File: config.mk
export PLATFORM = sky130hd
export DESIGN_NAME = sequential_list_engine
export DESIGN_NICKNAME = d
export VERILOG_FILES = /design/src/rtl/lst_pkg.sv /design/src/rtl/lst_ram.sv /design/src/rtl/lst_ctrl.sv /design/src/rtl/sequential_list_engine.sv
export SDC_FILE = /design/constraint.sdc
export NUM_CORES = 2
export LEC_CHECK = 0
export BUFFER_PORTS_ARGS = -buffer_cell sky130_fd_sc_hd__buf_2
export CORE_MARGIN = 2
export CORE_UTILIZATION = 30
export CTS_CLUSTER_DIAMETER = 200
export DETAILED_ROUTE_END_ITERATION = 6
export MAX_ROUTING_LAYER = met4
export PLACE_DENSITY = 0.48
export SETUP_SLACK_MARGIN = 0.1
export SLEW_MARGIN = 5
export SYNTH_ARGS = -nofsm -noshare
export SYNTH_HDL_FRONTEND = slang
export SYNTH_SLANG_ARGS = --single-unit
File: constraint.sdc
create_clock -name clk -period 8 [get_ports clk]
set_clock_uncertainty 0.05 [all_clocks]
set_input_delay 1.6 -clock clk [delete_from_list [all_inputs] [get_ports clk]]
set_output_delay 1.6 -clock clk [all_outputs]
set_load 0.05 [all_outputs]
File: src/rtl/lst_pkg.sv
// sequential list engine: shared types, command and status codes
// no dependencies; imported by every module of the block
package lst_pkg;

  localparam int DEF_LIST_DEPTH = 32;

  localparam int DATA_W = 32;
  localparam int CMD_W  = 2;
  localparam int POS_W  = 6;
  localparam int STAT_W = 2;
  localparam int FPOS_W = 5;
  localparam int CNT_W  = 6;

  localparam logic [CMD_W-1:0] CMD_INSERT = 2'd0;
  localparam logic [CMD_W-1:0] CMD_DELETE = 2'd1;
  localparam logic [CMD_W-1:0] CMD_FIND   = 2'd2;
  localparam logic [CMD_W-1:0] CMD_CLEAR  = 2'd3;

  localparam logic [STAT_W-1:0] ST_OK       = 2'd0;
  localparam logic [STAT_W-1:0] ST_FULL     = 2'd1;
  localparam logic [STAT_W-1:0] ST_BADPOS   = 2'd2;
  localparam logic [STAT_W-1:0] ST_NOTFOUND = 2'd3;

  typedef struct packed {
    logic [STAT_W-1:0] status;
    logic [FPOS_W-1:0] found_position;
    logic [CNT_W-1:0]  count;
    logic              empty_res;
  } res_t;

endpackage

File: src/rtl/lst_ram.sv
// sequential list engine: entry storage, one write and one read port
// registered read data; uses lst_pkg for the data width
module lst_ram #(
  parameter int DEPTH = lst_pkg::DEF_LIST_DEPTH,
  parameter int AW    = 5
) (
  input  logic                      clk,
  input  logic                      we,
  input  logic [AW-1:0]             waddr,
  input  logic [lst_pkg::DATA_W-1:0] wdata,
  input  logic                      re,
  input  logic [AW-1:0]             raddr,
  output logic [lst_pkg::DATA_W-1:0] rdata
);
  import lst_pkg::*;

  logic [DATA_W-1:0] mem [DEPTH];
  logic [DATA_W-1:0] rdata_r;

  always_ff @(posedge clk) begin
    if (we) begin
      mem[waddr] <= wdata;
    end
  end

  always_ff @(posedge clk) begin
    if (re) begin
      rdata_r <= mem[raddr];
    end
  end

  assign rdata = rdata_r;

endmodule

File: src/rtl/lst_ctrl.sv
// sequential list engine: command sequencer, entry count and shared compare
// walks the entry ram entry by entry, a shift step reading and writing together; uses lst_pkg
module lst_ctrl #(
  parameter int LIST_DEPTH = lst_pkg::DEF_LIST_DEPTH,
  parameter int IW         = 5,
  parameter int CW         = 6
) (
  input  logic                        clk,
  input  logic                        rst_n,
  input  logic                        start,
  output logic                        idle,
  input  logic [lst_pkg::CMD_W-1:0]   cmd,
  input  logic [lst_pkg::POS_W-1:0]   pos,
  input  logic [lst_pkg::DATA_W-1:0]  val,
  output logic                        ram_we,
  output logic [IW-1:0]               ram_waddr,
  output logic [lst_pkg::DATA_W-1:0]  ram_wdata,
  output logic                        ram_re,
  output logic [IW-1:0]               ram_raddr,
  input  logic [lst_pkg::DATA_W-1:0]  ram_rdata,
  output logic                        res_valid,
  output lst_pkg::res_t               res,
  input  logic                        res_ready
);
  import lst_pkg::*;

  localparam logic [2:0] S_IDLE = 3'd0;
  localparam logic [2:0] S_UP   = 3'd1;
  localparam logic [2:0] S_VAL  = 3'd2;
  localparam logic [2:0] S_DN   = 3'd3;
  localparam logic [2:0] S_FIND = 3'd4;
  localparam logic [2:0] S_FIN  = 3'd5;

  logic [2:0]        state_r, state_nxt;
  logic [CW-1:0]     cnt_r, cnt_nxt;
  logic [IW-1:0]     k_r, k_nxt;
  logic [IW-1:0]     pos_r, pos_nxt;
  logic [DATA_W-1:0] val_r, val_nxt;
  logic [STAT_W-1:0] status_r, status_nxt;
  logic [IW-1:0]     found_r, found_nxt;

  logic [POS_W-1:0] pos_w;
  logic [POS_W-1:0] cnt_w;
  logic [CW-1:0]    k_inc;
  logic             match;

  assign pos_w = pos;
  assign cnt_w = POS_W'(cnt_r);
  assign k_inc = CW'(k_r) + CW'(1);
  assign match = (ram_rdata == val_r);

  always_comb begin
    state_nxt  = state_r;
    cnt_nxt    = cnt_r;
    k_nxt      = k_r;
    pos_nxt    = pos_r;
    val_nxt    = val_r;
    status_nxt = status_r;
    found_nxt  = found_r;
    ram_we     = 1'b0;
    ram_waddr  = k_r;
    ram_wdata  = ram_rdata;
    ram_re     = 1'b0;
    ram_raddr  = k_r;
    case (state_r)
      S_IDLE: begin
        if (start) begin
          found_nxt  = '0;
          status_nxt = ST_OK;
          state_nxt  = S_FIN;
          case (cmd)
            CMD_INSERT: begin
              if (cnt_r == CW'(LIST_DEPTH)) begin
                status_nxt = ST_FULL;
              end else if (pos_w > cnt_w) begin
                status_nxt = ST_BADPOS;
              end else if (pos_w == cnt_w) begin
                ram_we    = 1'b1;
                ram_waddr = IW'(pos);
                ram_wdata = val;
                cnt_nxt   = cnt_r + CW'(1);
              end else begin
                pos_nxt   = IW'(pos);
                val_nxt   = val;
                ram_re    = 1'b1;
                ram_raddr = IW'(cnt_r - CW'(1));
                k_nxt     = IW'(cnt_r);
                state_nxt = S_UP;
              end
            end
            CMD_DELETE: begin
              if (pos_w >= cnt_w) begin
                status_nxt = ST_BADPOS;
              end else if (pos_w == cnt_w - POS_W'(1)) begin
                cnt_nxt = cnt_r - CW'(1);
              end else begin
                ram_re    = 1'b1;
                ram_raddr = IW'(pos) + IW'(1);
                k_nxt     = IW'(pos) + IW'(1);
                state_nxt = S_DN;
              end
            end
            CMD_FIND: begin
              val_nxt = val;
              if (cnt_r == '0) begin
                status_nxt = ST_NOTFOUND;
              end else begin
                ram_re    = 1'b1;
                ram_raddr = '0;
                k_nxt     = '0;
                state_nxt = S_FIND;
              end
            end
            CMD_CLEAR: begin
              cnt_nxt = '0;
            end
            default: begin
              status_nxt = ST_OK;
            end
          endcase
        end
      end
      S_UP: begin
        ram_we    = 1'b1;
        ram_waddr = k_r;
        ram_wdata = ram_rdata;
        if (k_r - IW'(1) == pos_r) begin
          state_nxt = S_VAL;
        end else begin
          ram_re    = 1'b1;
          ram_raddr = k_r - IW'(2);
          k_nxt     = k_r - IW'(1);
        end
      end
      S_VAL: begin
        ram_we    = 1'b1;
        ram_waddr = pos_r;
        ram_wdata = val_r;
        cnt_nxt   = cnt_r + CW'(1);
        state_nxt = S_FIN;
      end
      S_DN: begin
        ram_we    = 1'b1;
        ram_waddr = k_r - IW'(1);
        ram_wdata = ram_rdata;
        if (k_inc < cnt_r) begin
          ram_re    = 1'b1;
          ram_raddr = k_r + IW'(1);
          k_nxt     = k_r + IW'(1);
        end else begin
          cnt_nxt   = cnt_r - CW'(1);
          state_nxt = S_FIN;
        end
      end
      S_FIND: begin
        if (match) begin
          found_nxt = k_r;
          state_nxt = S_FIN;
        end else if (k_inc < cnt_r) begin
          ram_re    = 1'b1;
          ram_raddr = k_r + IW'(1);
          k_nxt     = k_r + IW'(1);
        end else begin
          status_nxt = ST_NOTFOUND;
          state_nxt  = S_FIN;
        end
      end
      S_FIN: begin
        if (res_ready) begin
          state_nxt = S_IDLE;
        end
      end
      default: begin
        state_nxt = S_IDLE;
      end
    endcase
  end

  always_ff @(posedge clk) begin
    if (!rst_n) begin
      state_r <= S_IDLE;
      cnt_r   <= '0;
    end else begin
      state_r <= state_nxt;
      cnt_r   <= cnt_nxt;
    end
    k_r      <= k_nxt;
    pos_r    <= pos_nxt;
    val_r    <= val_nxt;
    status_r <= status_nxt;
    found_r  <= found_nxt;
  end

  assign idle                = (state_r == S_IDLE);
  assign res_valid           = (state_r == S_FIN);
  assign res.status          = status_r;
  assign res.found_position  = FPOS_W'(found_r);
  assign res.count           = CNT_W'(cnt_r);
  assign res.empty_res       = (cnt_r == '0);

endmodule

File: src/rtl/sequential_list_engine.sv
// sequential list engine top level: request handshake, sequencer, entry ram
// insert shifts the entries from the position upward and then writes the value; appending
// at the count writes at once; delete shifts the later entries down, while deleting the last
// entry only lowers the count; find compares from index 0 up to the first match or the count
// throughput: the next request is taken once the result moves to the output register, so a
// request waits for the one before it; the single ram port pair sets one shift or compare per cycle
// reset clears the entry count and control; entry contents are left as they are
module sequential_list_engine #(
  parameter int LIST_DEPTH = lst_pkg::DEF_LIST_DEPTH
) (
  input  logic                         clk,
  input  logic                         rst_n,
  input  logic                         in_valid,
  output logic                         in_ready,
  input  logic [lst_pkg::CMD_W-1:0]    in_command,
  input  logic [lst_pkg::POS_W-1:0]    in_position,
  input  logic signed [lst_pkg::DATA_W-1:0] in_value,
  output logic                         out_valid,
  input  logic                         out_ready,
  output logic [lst_pkg::STAT_W-1:0]   out_status,
  output logic [lst_pkg::FPOS_W-1:0]   out_found_position,
  output logic [lst_pkg::CNT_W-1:0]    out_count,
  output logic                         out_empty_res
);
  import lst_pkg::*;

  localparam int IW = (LIST_DEPTH > 1) ? $clog2(LIST_DEPTH) : 1;
  localparam int CW = $clog2(LIST_DEPTH + 1);

  logic              idle;
  logic              start;
  logic              ram_we;
  logic [IW-1:0]     ram_waddr;
  logic [DATA_W-1:0] ram_wdata;
  logic              ram_re;
  logic [IW-1:0]     ram_raddr;
  logic [DATA_W-1:0] ram_rdata;
  logic              res_valid;
  logic              res_ready;
  res_t              res;

  logic              out_valid_r, out_valid_nxt;
  res_t              out_res_r;

  assign in_ready  = idle;
  assign start     = in_valid && in_ready;
  assign res_ready = !out_valid_r || out_ready;

  lst_ctrl #(
    .LIST_DEPTH (LIST_DEPTH),
    .IW         (IW),
    .CW         (CW)
  ) u_ctrl (
    .clk       (clk),
    .rst_n     (rst_n),
    .start     (start),
    .idle      (idle),
    .cmd       (in_command),
    .pos       (in_position),
    .val       (in_value),
    .ram_we    (ram_we),
    .ram_waddr (ram_waddr),
    .ram_wdata (ram_wdata),
    .ram_re    (ram_re),
    .ram_raddr (ram_raddr),
    .ram_rdata (ram_rdata),
    .res_valid (res_valid),
    .res       (res),
    .res_ready (res_ready)
  );

  lst_ram #(
    .DEPTH (LIST_DEPTH),
    .AW    (IW)
  ) u_ram (
    .clk   (clk),
    .we    (ram_we),
    .waddr (ram_waddr),
    .wdata (ram_wdata),
    .re    (ram_re),
    .raddr (ram_raddr),
    .rdata (ram_rdata)
  );

  always_comb begin
    out_valid_nxt = out_valid_r;
    if (res_valid && res_ready) begin
      out_valid_nxt = 1'b1;
    end else if (out_ready) begin
      out_valid_nxt = 1'b0;
    end
  end

  always_ff @(posedge clk) begin
    if (!rst_n) begin
      out_valid_r <= 1'b0;
    end else begin
      out_valid_r <= out_valid_nxt;
    end
    if (res_valid && res_ready) begin
      out_res_r <= res;
    end
  end

  assign out_valid          = out_valid_r;
  assign out_status         = out_res_r.status;
  assign out_found_position = out_res_r.found_position;
  assign out_count          = out_res_r.count;
  assign out_empty_res      = out_res_r.empty_res;

  a_count_bound: assert property (@(posedge clk) disable iff (!rst_n)
    out_valid |-> (out_count <= CNT_W'(LIST_DEPTH)))
    else $error("count above list depth");

  a_empty_flag: assert property (@(posedge clk) disable iff (!rst_n)
    out_valid |-> (out_empty_res == (out_count == '0)))
    else $error("empty flag disagrees with count");

  a_found_zero: assert property (@(posedge clk) disable iff (!rst_n)
    (out_valid && (out_status != ST_OK)) |-> (out_found_position == '0))
    else $error("found position set on failed request");

  a_busy_after_accept: assert property (@(posedge clk) disable iff (!rst_n)
    (in_valid && in_ready) |=> !in_ready)
    else $error("request taken while sequencer busy");

endmodule
==> results.tsv <==
stage	metric	value	unit
synthesis	synth_warnings	0	
synthesis	syn_avg_cell_area	16.61	µm²
final_layout	layout.cells.most_common	edfxtp_1	
die	start_util	30.25	%
grt	antenna_found_initial	3	
critical_path	path_max_fanout	70	
final_layout	nNetsFinal	2944	
routing	vias	26200	
worst_hold_path	hold_end	out_found_position[1]	
worst_hold_path	hold_start	u_ctrl.found_r[1]	
die	coreArea	0.1521	mm²
clock_network	postCtsSetupBuffers	0	
sta	period_share	79.92	%
sta	rsz0062_at_grt	no	
synthesis	synth-xor-area-share	1.142	%
grt	grt_pass1_wl	194500	µm
die	ioPinCount	60	
critical_path	start_kind	register	
clock_network	numClockSinks	1129	
synthesis	synth_compound_area_share	6.432	%
clock_network	ctsResizeCount	0	
clock_network	holdBufCountCts	0	
synthesis	synth.yosys.seq_area_share	73.48	%
routing	routed_wl	136000	µm
placement	gp_congestion	0.8605	
placement	io_buffers	59	
clock_network	cts_tree	done	
final_layout	antenna_cells	0	
die	die_y	395.6	µm
synthesis	synth.net_count	2838	
final_layout	syn_to_final_growth	15.85	%
routing	wl_per_cell	27.18	µm
routing	route.detailed.drc	0	
critical_path	r2r-end	u_ram.rdata[7]	
clock_network	cts_buffers	115	
sta	max_freq	156.4	MHz
routing	antenna_left	0	
placement	place_area	0.04967	mm²
grt	grt_max_degree	80	
synthesis	async_flop_share	0	%
sta	slew_headroom	14.78	%
sta	min_period	6393	ps
synthesis	synth_top_family_by_area	multiplexers	
critical_path	path_class	register to register	
clock_network	htreeDepth	3	
sta	hold_violations	0	
clock_network	clk_latency	750	ps
synthesis	synthFlopType	edfxtp_1	
synthesis	syn_inst	2770	
synthesis	synth_area	0.04600	mm²
critical_path	critPathRequiredTime	8410	ps
final_layout	fin_util	35.04	%
final_layout	fill_cells	14490	
routing	drt_iter0_markers	2603	
run_status	status	finished, final reports clean	
final_layout	mostFrequentLayoutCells	1119 x edfxtp_1, 362 x nand2_1, 149 x mux2i_1	
clock_network	clkTransAtPathRegs	60	ps
routing	avgViaCountPerCell	5.237	
critical_path	critPathArrivalTime	6800	ps
worst_hold_path	hold_path_class	register to register	
critical_path	r2r-start	u_ctrl.k_r[2]	
synthesis	synth_mux_area_share	9.460	%
final_layout	fin_area	0.05329	mm²
die	dieWidth	395.6	µm
final_layout	drive_above_1_share	18.80	%
sta	maxSlewViolCount	0	
sta	finalHoldWorstSlack	369.3	ps
clock_network	clockBufferDepth	3	
placement	hpwlAfterDp	81700	µm
job	max_cap_violations	0	
grt	groute.usage.overall	17.67	%
grt	overflow	0	
sta	max_slew.worst_pin.slew	1275	ps
critical_path	r2r_cells	16	
synthesis	ys_types	80	
critical_path	r2r_setup_slack	1610	ps
synthesis	synth-edff-count	1119	
grt	grt_pass1_vias	25450	
synthesis	ys_ff_latch	1129	
sta	totalNegativeSetupSlack	0	ps
critical_path	end_kind	register	
synthesis	synthAdderAreaFrac	0.6528	%
synthesis	synth-simple-area-share	7.023	%
sta	finalSetupViolations	0	
die	rows	143	
critical_path	crit_path_start	u_ctrl.k_r[2]	
routing	first_pass_iters	5	
clock_network	cts-root-buf	clkbuf_16	
worst_hold_path	hold_path_depth	0	
die	die_area	0.1565	mm²
==> cell type report <==
cell class                 count  area [µm²]  share of cell area, %
timing repair buffer         145        1054                  1.977
clock inverter                66       615.6                  1.155
clock buffer                 148        3012                  5.651
tap                         2030        2540                  4.766
inverter                      22       82.58                 0.1550
sequential                  1129       33800                  63.43
multi-input combinational   1463       12190                  22.87
==> layer usage <==
layer	track usage, %	vias to the layer above	wire (µm)	share of wire, %
li1	-	11320	-	-
met1	25.68	13810	63340	47
met2	26.13	924	61490	45
met3	3.082	155	8929	6.6
met4	3.307	0	2232	1.6
met5	-	-	0	0
==> worst max-delay path, cell delays in order (launching register included) <==
cell	delay [ps]
edfxtp_1	800
ha_1	290
nand2_1	140
xnor2_1	180
ha_1	230
or3_1	370
o22ai_1	210
o21a_1	460
mux2i_1	140
nor4_1	650
and4_1	460
nand2_8	440
buf_12	450
mux2i_1	370
a221oi_1	190
o21ai_0	460
nand4_1	150
==> registers in the layout, summed over array words and instances, names as in the netlist <==
| signal | count |
|---|---|
| u_ram.mem | 1024 |
| u_ctrl.val_r | 32 |
| u_ram.rdata | 32 |
| out_count | 6 |
| u_ctrl.cnt_r | 6 |
| out_found_position | 5 |
| u_ctrl.found_r | 5 |
| u_ctrl.k_r | 5 |
| u_ctrl.pos_r | 5 |
| u_ctrl.state_r | 3 |
| out_status | 2 |
| u_ctrl.status_r | 2 |
| out_empty_res | 1 |
| out_valid | 1 |
==> Yosys cell counts, types with 40 or more instances <==
cell type | number | share of area [%]
a31oi_1 | 69 | 0.94
nor2_1 | 78 | 0.64
o22ai_1 | 40 | 0.54
buf_2 | 54 | 0.59
a22oi_1 | 69 | 1.1
mux4_2 | 126 | 6.2
o21ai_0 | 60 | 0.65
nand2_1 | 365 | 3.0
nand3_1 | 117 | 1.3
mux2i_1 | 149 | 3.2
edfxtp_1 | 1119 | 73
nand4_1 | 67 | 0.91
clkbuf_1 | 74 | 0.60
a221oi_1 | 47 | 0.89
==> how the worst max path moves through the flow <==
| stage | to | slack, ps | depth (start not counted) |
|---|---|---|---|
| floorplan | u_ram.mem[12][0] | 2270 | 12 |
| global placement | u_ram.rdata[8] | 1500 | 15 |
| detailed placement | u_ram.rdata[8] | 1490 | 16 |
| CTS | u_ram.rdata[7] | 1740 | 16 |
| global route | u_ram.rdata[8] | 1450 | 16 |
| finish | u_ram.rdata[7] | 1610 | 16 |
==> logic make-up after synthesis <==
group,Yosys count
buf+inv,178
compound gates,402
simple gates,704
xor+xnor,56
mux,277
fa+ha+maj,24
flops,1129
==> through the flow <==
step                setup WS, ps  std cells
floorplan                   2275       2770
global placement            1499       4789
detailed placement          1489       4789
CTS                         1741       5003
global route                1449       5003
finish                      1607       5003
Power is not shown: default switching activity piles up to over one toggle a cycle in this logic, so the estimate is an artifact.
